File: src/rtl/rfgb_pkg.sv
// Shared types, constants and helpers for the rectangle fill / gray blit core.
// No dependencies; imported by rfgb_walker and rect_fill_and_gray_blit_core.
package rfgb_pkg;

	// Field widths
	localparam int unsigned POS_W   = 12;  // dest_x, dest_y
	localparam int unsigned DIM_W   = 13;  // rectangle and surface sizes
	localparam int unsigned BYTE_W  = 8;
	localparam int unsigned ADDR_W  = 24;
	localparam int unsigned CFG_W   = 13;  // widest register
	localparam int unsigned CIDX_W  = 3;

	// Largest rectangle side accepted before clamping
	localparam int unsigned MAX_DIM_DEF = 4096;

	// Alpha in gray mode
	localparam logic [BYTE_W-1:0] ALPHA_OPAQUE = 8'hFF;

	// Register map
	typedef enum logic [CIDX_W-1:0] {
		CFG_DEST_X         = 3'd0,
		CFG_DEST_Y         = 3'd1,
		CFG_RECT_WIDTH     = 3'd2,
		CFG_RECT_HEIGHT    = 3'd3,
		CFG_SURFACE_WIDTH  = 3'd4,
		CFG_SURFACE_HEIGHT = 3'd5,
		CFG_FILL_MODE      = 3'd6,
		CFG_FILL_LEVEL     = 3'd7
	} cfg_idx_t;

	// Walk position handed from the walker to the datapath
	typedef struct packed {
		logic [DIM_W-1:0] col;
		logic [DIM_W-1:0] row;
		logic             last;
	} walk_pos_t;

	// Zero becomes one, anything above max_dim becomes max_dim
	function automatic logic [DIM_W-1:0] eff_dim(input logic [DIM_W-1:0] v,
	                                             input int unsigned max_dim);
		logic [31:0] v_ext;
		v_ext = 32'(v);
		if (v == '0) begin
			return DIM_W'(1);
		end else if (v_ext > max_dim) begin
			return DIM_W'(max_dim);
		end else begin
			return v;
		end
	endfunction

endpackage

File: src/rtl/rfgb_walker.sv
// Row-major walk over the rectangle: column and row offset counters.
// Depends on rfgb_pkg.
module rfgb_walker import rfgb_pkg::*; #(
	parameter int unsigned MAX_DIM = MAX_DIM_DEF
) (
	input  logic             clk,
	input  logic             arst_n,
	input  logic             advance,
	input  logic             restart,
	input  logic [DIM_W-1:0] w_eff,
	input  logic [DIM_W-1:0] h_eff,
	output walk_pos_t        pos
);

	// Offsets never exceed min(MAX_DIM, 8191) - 1
	localparam int unsigned OFF_W = ($clog2(MAX_DIM) < DIM_W) ? $clog2(MAX_DIM) : DIM_W;

	logic [OFF_W-1:0] col_q;
	logic [OFF_W-1:0] row_q;
	logic [DIM_W-1:0] col_ext;
	logic [DIM_W-1:0] row_ext;
	logic             col_end;
	logic             row_end;

	// End of row / end of rectangle
	always_comb begin
		col_ext = DIM_W'(col_q);
		row_ext = DIM_W'(row_q);
		col_end = (col_ext == w_eff - DIM_W'(1));
		row_end = (row_ext == h_eff - DIM_W'(1));
	end

	assign pos.col  = col_ext;
	assign pos.row  = row_ext;
	assign pos.last = col_end && row_end;

	// Offset counters; wrap to the top-left corner after the last pixel
	always_ff @(posedge clk or negedge arst_n) begin
		if (!arst_n) begin
			col_q <= '0;
			row_q <= '0;
		end else if (restart) begin
			col_q <= '0;
			row_q <= '0;
		end else if (advance) begin
			if (!col_end) begin
				col_q <= col_q + OFF_W'(1);
			end else begin
				col_q <= '0;
				row_q <= row_end ? '0 : row_q + OFF_W'(1);
			end
		end
	end

endmodule

File: src/rtl/rect_fill_and_gray_blit_core.sv
// Rectangle fill / gray copy blitter for a 32-bit BGRA surface.
// An accepted input beat's result is registered and appears on the output in the following cycle.
// Throughput: one pixel per clock; the result register is taken and refilled
// in the same cycle, and a stall on the output holds the input.
// Reset: registers to 0,0,1,1,1,1,0,0, walk at the top-left, output empty.
// Depends on rfgb_pkg and rfgb_walker.
module rect_fill_and_gray_blit_core import rfgb_pkg::*; #(
	parameter int unsigned MAX_DIM = MAX_DIM_DEF
) (
	input  logic              clk,
	input  logic              arst_n,
	// Configuration write port
	input  logic              cfg_we,
	input  logic [CIDX_W-1:0] cfg_index,
	input  logic [CFG_W-1:0]  cfg_data,
	// Input channel
	input  logic              in_valid,
	output logic              in_stall,
	input  logic [BYTE_W-1:0] source_gray,
	// Output channel
	output logic              out_valid,
	input  logic              out_stall,
	output logic [ADDR_W-1:0] pixel_addr,
	output logic [BYTE_W-1:0] blue,
	output logic [BYTE_W-1:0] green,
	output logic [BYTE_W-1:0] red,
	output logic [BYTE_W-1:0] alpha,
	output logic              write_enable,
	output logic              bounds_error,
	output logic              last_pixel
);

	localparam int unsigned SUM_W  = DIM_W + 1;          // coordinate / bound sums
	localparam int unsigned PROD_W = SUM_W + DIM_W;      // y * pitch

	// Configuration registers
	logic [POS_W-1:0]  dest_x_q;
	logic [POS_W-1:0]  dest_y_q;
	logic [DIM_W-1:0]  rect_width_q;
	logic [DIM_W-1:0]  rect_height_q;
	logic [DIM_W-1:0]  surface_width_q;
	logic [DIM_W-1:0]  surface_height_q;
	logic              fill_mode_q;
	logic [BYTE_W-1:0] fill_level_q;

	// Datapath
	logic [DIM_W-1:0]  w_eff;
	logic [DIM_W-1:0]  h_eff;
	walk_pos_t         pos;
	logic              accept;
	logic              err;
	logic [SUM_W-1:0]  x_sum;
	logic [SUM_W-1:0]  y_sum;
	logic [PROD_W-1:0] row_base;
	logic [PROD_W-1:0] addr_full;
	logic [BYTE_W-1:0] chan_byte;
	logic [BYTE_W-1:0] alpha_byte;

	// Result register
	logic              out_valid_q;
	logic [ADDR_W-1:0] pixel_addr_q;
	logic [BYTE_W-1:0] chan_q;
	logic [BYTE_W-1:0] alpha_q;
	logic              err_q;
	logic              last_q;

	// Register writes
	always_ff @(posedge clk or negedge arst_n) begin
		if (!arst_n) begin
			dest_x_q         <= '0;
			dest_y_q         <= '0;
			rect_width_q     <= DIM_W'(1);
			rect_height_q    <= DIM_W'(1);
			surface_width_q  <= DIM_W'(1);
			surface_height_q <= DIM_W'(1);
			fill_mode_q      <= 1'b0;
			fill_level_q     <= '0;
		end else if (cfg_we) begin
			case (cfg_idx_t'(cfg_index))
				CFG_DEST_X:         dest_x_q         <= cfg_data[POS_W-1:0];
				CFG_DEST_Y:         dest_y_q         <= cfg_data[POS_W-1:0];
				CFG_RECT_WIDTH:     rect_width_q     <= cfg_data[DIM_W-1:0];
				CFG_RECT_HEIGHT:    rect_height_q    <= cfg_data[DIM_W-1:0];
				CFG_SURFACE_WIDTH:  surface_width_q  <= cfg_data[DIM_W-1:0];
				CFG_SURFACE_HEIGHT: surface_height_q <= cfg_data[DIM_W-1:0];
				CFG_FILL_MODE:      fill_mode_q      <= cfg_data[0];
				CFG_FILL_LEVEL:     fill_level_q     <= cfg_data[BYTE_W-1:0];
				default: ;
			endcase
		end
	end

	// Handshake: result register frees up when taken
	assign in_stall = out_valid_q && out_stall;
	assign accept   = in_valid && !in_stall;

	// Effective rectangle size
	assign w_eff = eff_dim(rect_width_q, MAX_DIM);
	assign h_eff = eff_dim(rect_height_q, MAX_DIM);

	rfgb_walker #(
		.MAX_DIM(MAX_DIM)
	) u_walker (
		.clk    (clk),
		.arst_n (arst_n),
		.advance(accept),
		.restart(cfg_we),
		.w_eff  (w_eff),
		.h_eff  (h_eff),
		.pos    (pos)
	);

	// Bounds check, address and channel bytes
	always_comb begin
		err = (SUM_W'(dest_x_q) + SUM_W'(w_eff) > SUM_W'(surface_width_q)) ||
		      (SUM_W'(dest_y_q) + SUM_W'(h_eff) > SUM_W'(surface_height_q));
		x_sum     = SUM_W'(dest_x_q) + SUM_W'(pos.col);
		y_sum     = SUM_W'(dest_y_q) + SUM_W'(pos.row);
		row_base  = PROD_W'(y_sum) * PROD_W'(surface_width_q);
		addr_full = row_base + PROD_W'(x_sum);
		if (fill_mode_q) begin
			chan_byte  = fill_level_q;
			alpha_byte = fill_level_q;
		end else begin
			chan_byte  = source_gray;
			alpha_byte = ALPHA_OPAQUE;
		end
	end

	// Result register: valid
	always_ff @(posedge clk or negedge arst_n) begin
		if (!arst_n) begin
			out_valid_q <= 1'b0;
		end else if (accept) begin
			out_valid_q <= 1'b1;
		end else if (!out_stall) begin
			out_valid_q <= 1'b0;
		end
	end

	// Result register: payload
	always_ff @(posedge clk) begin
		if (accept) begin
			pixel_addr_q <= addr_full[ADDR_W-1:0];
			chan_q       <= chan_byte;
			alpha_q      <= alpha_byte;
			err_q        <= err;
			last_q       <= pos.last;
		end
	end

	assign out_valid    = out_valid_q;
	assign pixel_addr   = pixel_addr_q;
	assign blue         = chan_q;
	assign green        = chan_q;
	assign red          = chan_q;
	assign alpha        = alpha_q;
	assign write_enable = !err_q;
	assign bounds_error = err_q;
	assign last_pixel   = last_q;

endmodule

File: config.mk
export PLATFORM = sky130hd
export DESIGN_NAME = rect_fill_and_gray_blit_core
export DESIGN_NICKNAME = d
export VERILOG_FILES = /design/src/rtl/rfgb_pkg.sv /design/src/rtl/rfgb_walker.sv /design/src/rtl/rect_fill_and_gray_blit_core.sv
export SDC_FILE = /design/constraint.sdc
export NUM_CORES = 1
export LEC_CHECK = 0
export ABC_AREA = 1
export BUFFER_PORTS_ARGS = -buffer_cell sky130_fd_sc_hd__buf_2
export CORE_UTILIZATION = 55
export DETAILED_ROUTE_END_ITERATION = 10
export HOLD_SLACK_MARGIN = 0.15
export PLACE_DENSITY = 0.79
export SLEW_MARGIN = 10
export SYNTH_ARGS = -nofsm -noshare
export SYNTH_HDL_FRONTEND = slang
export SYNTH_SLANG_ARGS = --single-unit
File: constraint.sdc
create_clock -name clk -period 9.7 [get_ports clk]
set_input_delay 0 -clock clk [delete_from_list [all_inputs] [get_ports clk]]
set_output_delay 0 -clock clk [all_outputs]
set_load 0.02 [all_outputs]
==> run metrics <==
Critical Path RT 9890 ps; Worst Skew 11.2 ps; fraction of layout cells with a size suffix above 1 7.44%; final std cells w/o fill 2422; clk sink count roughly 150; CP Max Fanout 9; simple-gate area share of the yosys netlist between 20% and 30%; antenna-violating nets left 0; first-pass GRT wire length between 60000 and 70000 um; highest clock rate 0.126 GHz; first-pass iteration count of the detailed router 6; CP top delay family adder cells; Hold Buf Count CTS 30; net switching power about 3.1 mW; flops & latches, synth about 150; area delta synth->final 10.0%; post-synthesis xor/xnor area fraction approximately 4.4%; Diodes inserted 0; Reg power frac 18.0%; Post-Syn Nets roughly 2300; placed inst area roughly 0.016 mm^2; run status completed; largest stage delay on the critical path about 520 ps; Worst setup EP type register; Root Buffer clkbuf_16; RSZ-0062 raised after global routing false; Final nets around 2300; DR iter-0 viols approximately 1200; Hold Fails Final Rpt 0; clock share of power a little under an eighth; mux contribution to synthesized area 0%; crit path kind register to register; Leak roughly 9 nW; power share of the combinational group between 70% and 80%; Worst-Skew Late Latency around 440 ps; Least-Margin Pin Slew ~1100 ps; CTS tree built; startpoint type of the worst setup path register; initial antenna violation count 0; IO buf count 89; Cell Rows 61; HP Class input pin to register; sequential area share after synthesis about 26%; drt drc 0; Tmin final between 7000 and 8000 ps; pwr dens roughly 360 mW/mm^2; Die H between 150 and 200 um; clock buffer depth 2; Slew Limit Fails 0; Synth Warn # 0; io pins 90; drt total wl roughly 43000 um; Core ar. between 0.02 and 0.03 mm^2; CP max stage cell fa_1; cts bufs inserted 17; placed cell count around 2400; CTS H-Tree Depth 4; Netlist cell types between 40 and 50; CP Buf/Inv Count 6; MaxCap Viol Count 0; Design Power roughly 6 mW; Slew HR 28.7%; fin area 0.0170 mm^2; post-detail-place hpwl roughly 33000 um; mapped cell area 0.0155 mm^2; switching share of power about half; post-synthesis adder-cell area fraction roughly 30%; final core occ roughly three fifths; Setup Buffers After CTS 0; vias in the first global route roughly 13000; Syn Area/Cell approximately 7.9 um^2; die area roughly 0.029 mm^2; Compound-Gate Fraction of Synth Area 8.36%; period utilisation layout between 80% and 90%; most frequent CP cell fa_1; Worst Path Arrival 8150 ps; DIE WIDTH 170 um; Fin Setup TNS 0 ps; GP Congestion 1.03; largest net degree at the start of global routing 69; drt wl/cell about 18 um; Mapped Cells roughly 2000; clock-pin slew on the worst setup and hold paths approximately 70 ps; gr ovfl total 0; largest family of logic cells by synthesized area adder cells; Total GRT Usage roughly 31%; Finish-stage setup viols 0; via count approximately 13000; vias per std cell 5.49; post-cts sizing count 0; Initial Util 55.8%; Peak VDD IR between 500 and 600 uV; internal power between 3 and 4 mW
-- synthesized netlist by cell type, drive strengths merged --
cell,count,area [um^2]
o41ai,4,35.0
and3,2,12.5
dfrtp,106,2650
clkbuf,34,128
nand3,73,365
xor2,63,552
nand4,17,106
a21boi,3,22.5
nor3,12,65.1
fa,144,2880
o21ai,137,693
a31o,1,8.76
clkinv,6,22.5
dfstp,4,105
edfxtp,42,1260
xnor2,15,131
nor4,2,12.5
o2111ai,1,8.76
nor3b,2,15.0
a21o,6,45.0
and2,2,12.5
a211oi,1,7.51
buf,26,188
a31oi,6,37.5
or2,6,37.5
ha,143,1790
a21oi,65,325
o21bai,7,56.3
o31ai,1,7.51
o211ai,6,45.0
nand2,459,1730
inv,364,1370
nand3b,7,52.6
nor2,182,683
-- path summary, 6_finish.rpt --
| kind | from | endpoint | slack [ps] | cells after the start |
|---|---|---|---|---|
| min reg2reg | surface_height_q[6] | surface_height_q[6] | 490 | 2 |
| max reg2reg | u_walker.row_q[2] | pixel_addr[20] | 1740 | 28 |
| max in group asynchronous | arst_n | rect_height_q[5] | 7920 | 4 |
| min | cfg_data[5] | fill_level_q[5] | 340 | 4 |
| max | u_walker.row_q[2] | pixel_addr[20] | 1740 | 28 |
| min in group asynchronous | arst_n | surface_width_q[6] | 570 | 3 |
-- per-stage QoR --
| stage | setup WS, ps | hold slack [ps] |
|---|---|---|
| floorplan | 2740 | -296 |
| global placement | 2130 | 37.5 |
| detailed placement | 1850 | 44.5 |
| CTS | 1880 | 330 |
| global route | 1320 | 357 |
| finish | 1740 | 344 |
-- layout make-up --
| cell class | instances | area, um^2 |
|---|---|---|
| clock buffer | 19 | 454 |
| clock inverter | 13 | 141 |
| fill | 2412 | 10700 |
| inverter | 370 | 1390 |
| multi-input combinational | 1367 | 9750 |
| sequential | 152 | 4020 |
| tap | 378 | 473 |
| timing repair buffer | 123 | 788 |
-- metal layers --
metal	routed length [um]	track usage [%]	share of wire [%]	vias to the layer above
li1	-	-	-	6221
met1	17500	40.6	41	6324
met2	20000	50.9	47	637
met3	3590	5.92	8.4	104
met4	1740	13.4	4.1	0
met5	0	0	0	-
-- worst min-delay path, cell delays in order --
cell and delay (ps):
dlygate4sd3_1 510, buf_2 120, nand2_1 50, o21ai_0 60
-- power by group through the flow --
| stage | Sequential [mW] | Clock (mW) | Combinational (mW) |
|---|---|---|---|
| 5_1_grt | 1.11 | 0.719 | 4.93 |
| 4_1_cts | 1.09 | 0.692 | 4.34 |
| 3_5_place_dp | 1.10 | 0 | 4.25 |
| 2_1_floorplan | 1.12 | 0 | 3.19 |
| 3_3_place_gp | 1.10 | 0 | 4.14 |
| 6_report | 1.10 | 0.689 | 4.33 |
-- state kept, by name, summed over array words and instances (netlist names), 8 cells and up --
| register | flops |
|---|---|
| surface_height_q | 13 |
| dest_y_q | 12 |
| blue | 8 |
| rect_height_q | 13 |
| u_walker.col_q | 12 |
| rect_width_q | 13 |
| surface_width_q | 13 |
| alpha | 8 |
| dest_x_q | 12 |
| pixel_addr | 24 |
| u_walker.row_q | 12 |
| fill_level_q | 8 |
-- cell families after synthesis --
family,Yosys count
simple gates,764
buf+inv,430
fa+ha+maj,287
compound gates,238
flops,152
xor+xnor,78
-- layout by cell type (no fill, tap or decap), types with 5 or more instances in the layout --
master / n
a21o_1: 6
a21oi_1: 65
a31oi_1: 6
buf_2: 88
buf_4: 5
clkbuf_16: 18
clkinv_1: 8
dfrtp_1: 106
dlygate4sd3_1: 29
edfxtp_1: 42
fa_1: 144
ha_1: 143
inv_1: 355
inv_2: 9
nand2_1: 455
nand3_1: 73
nand3b_1: 7
nand4_1: 17
nor2_1: 181
nor3_1: 11
o211ai_1: 6
o21ai_0: 130
o21ai_1: 5
o21bai_1: 6
or2_2: 6
xnor2_1: 15
xor2_1: 63
No activity file was read; power rests on OpenSTA's default activity.
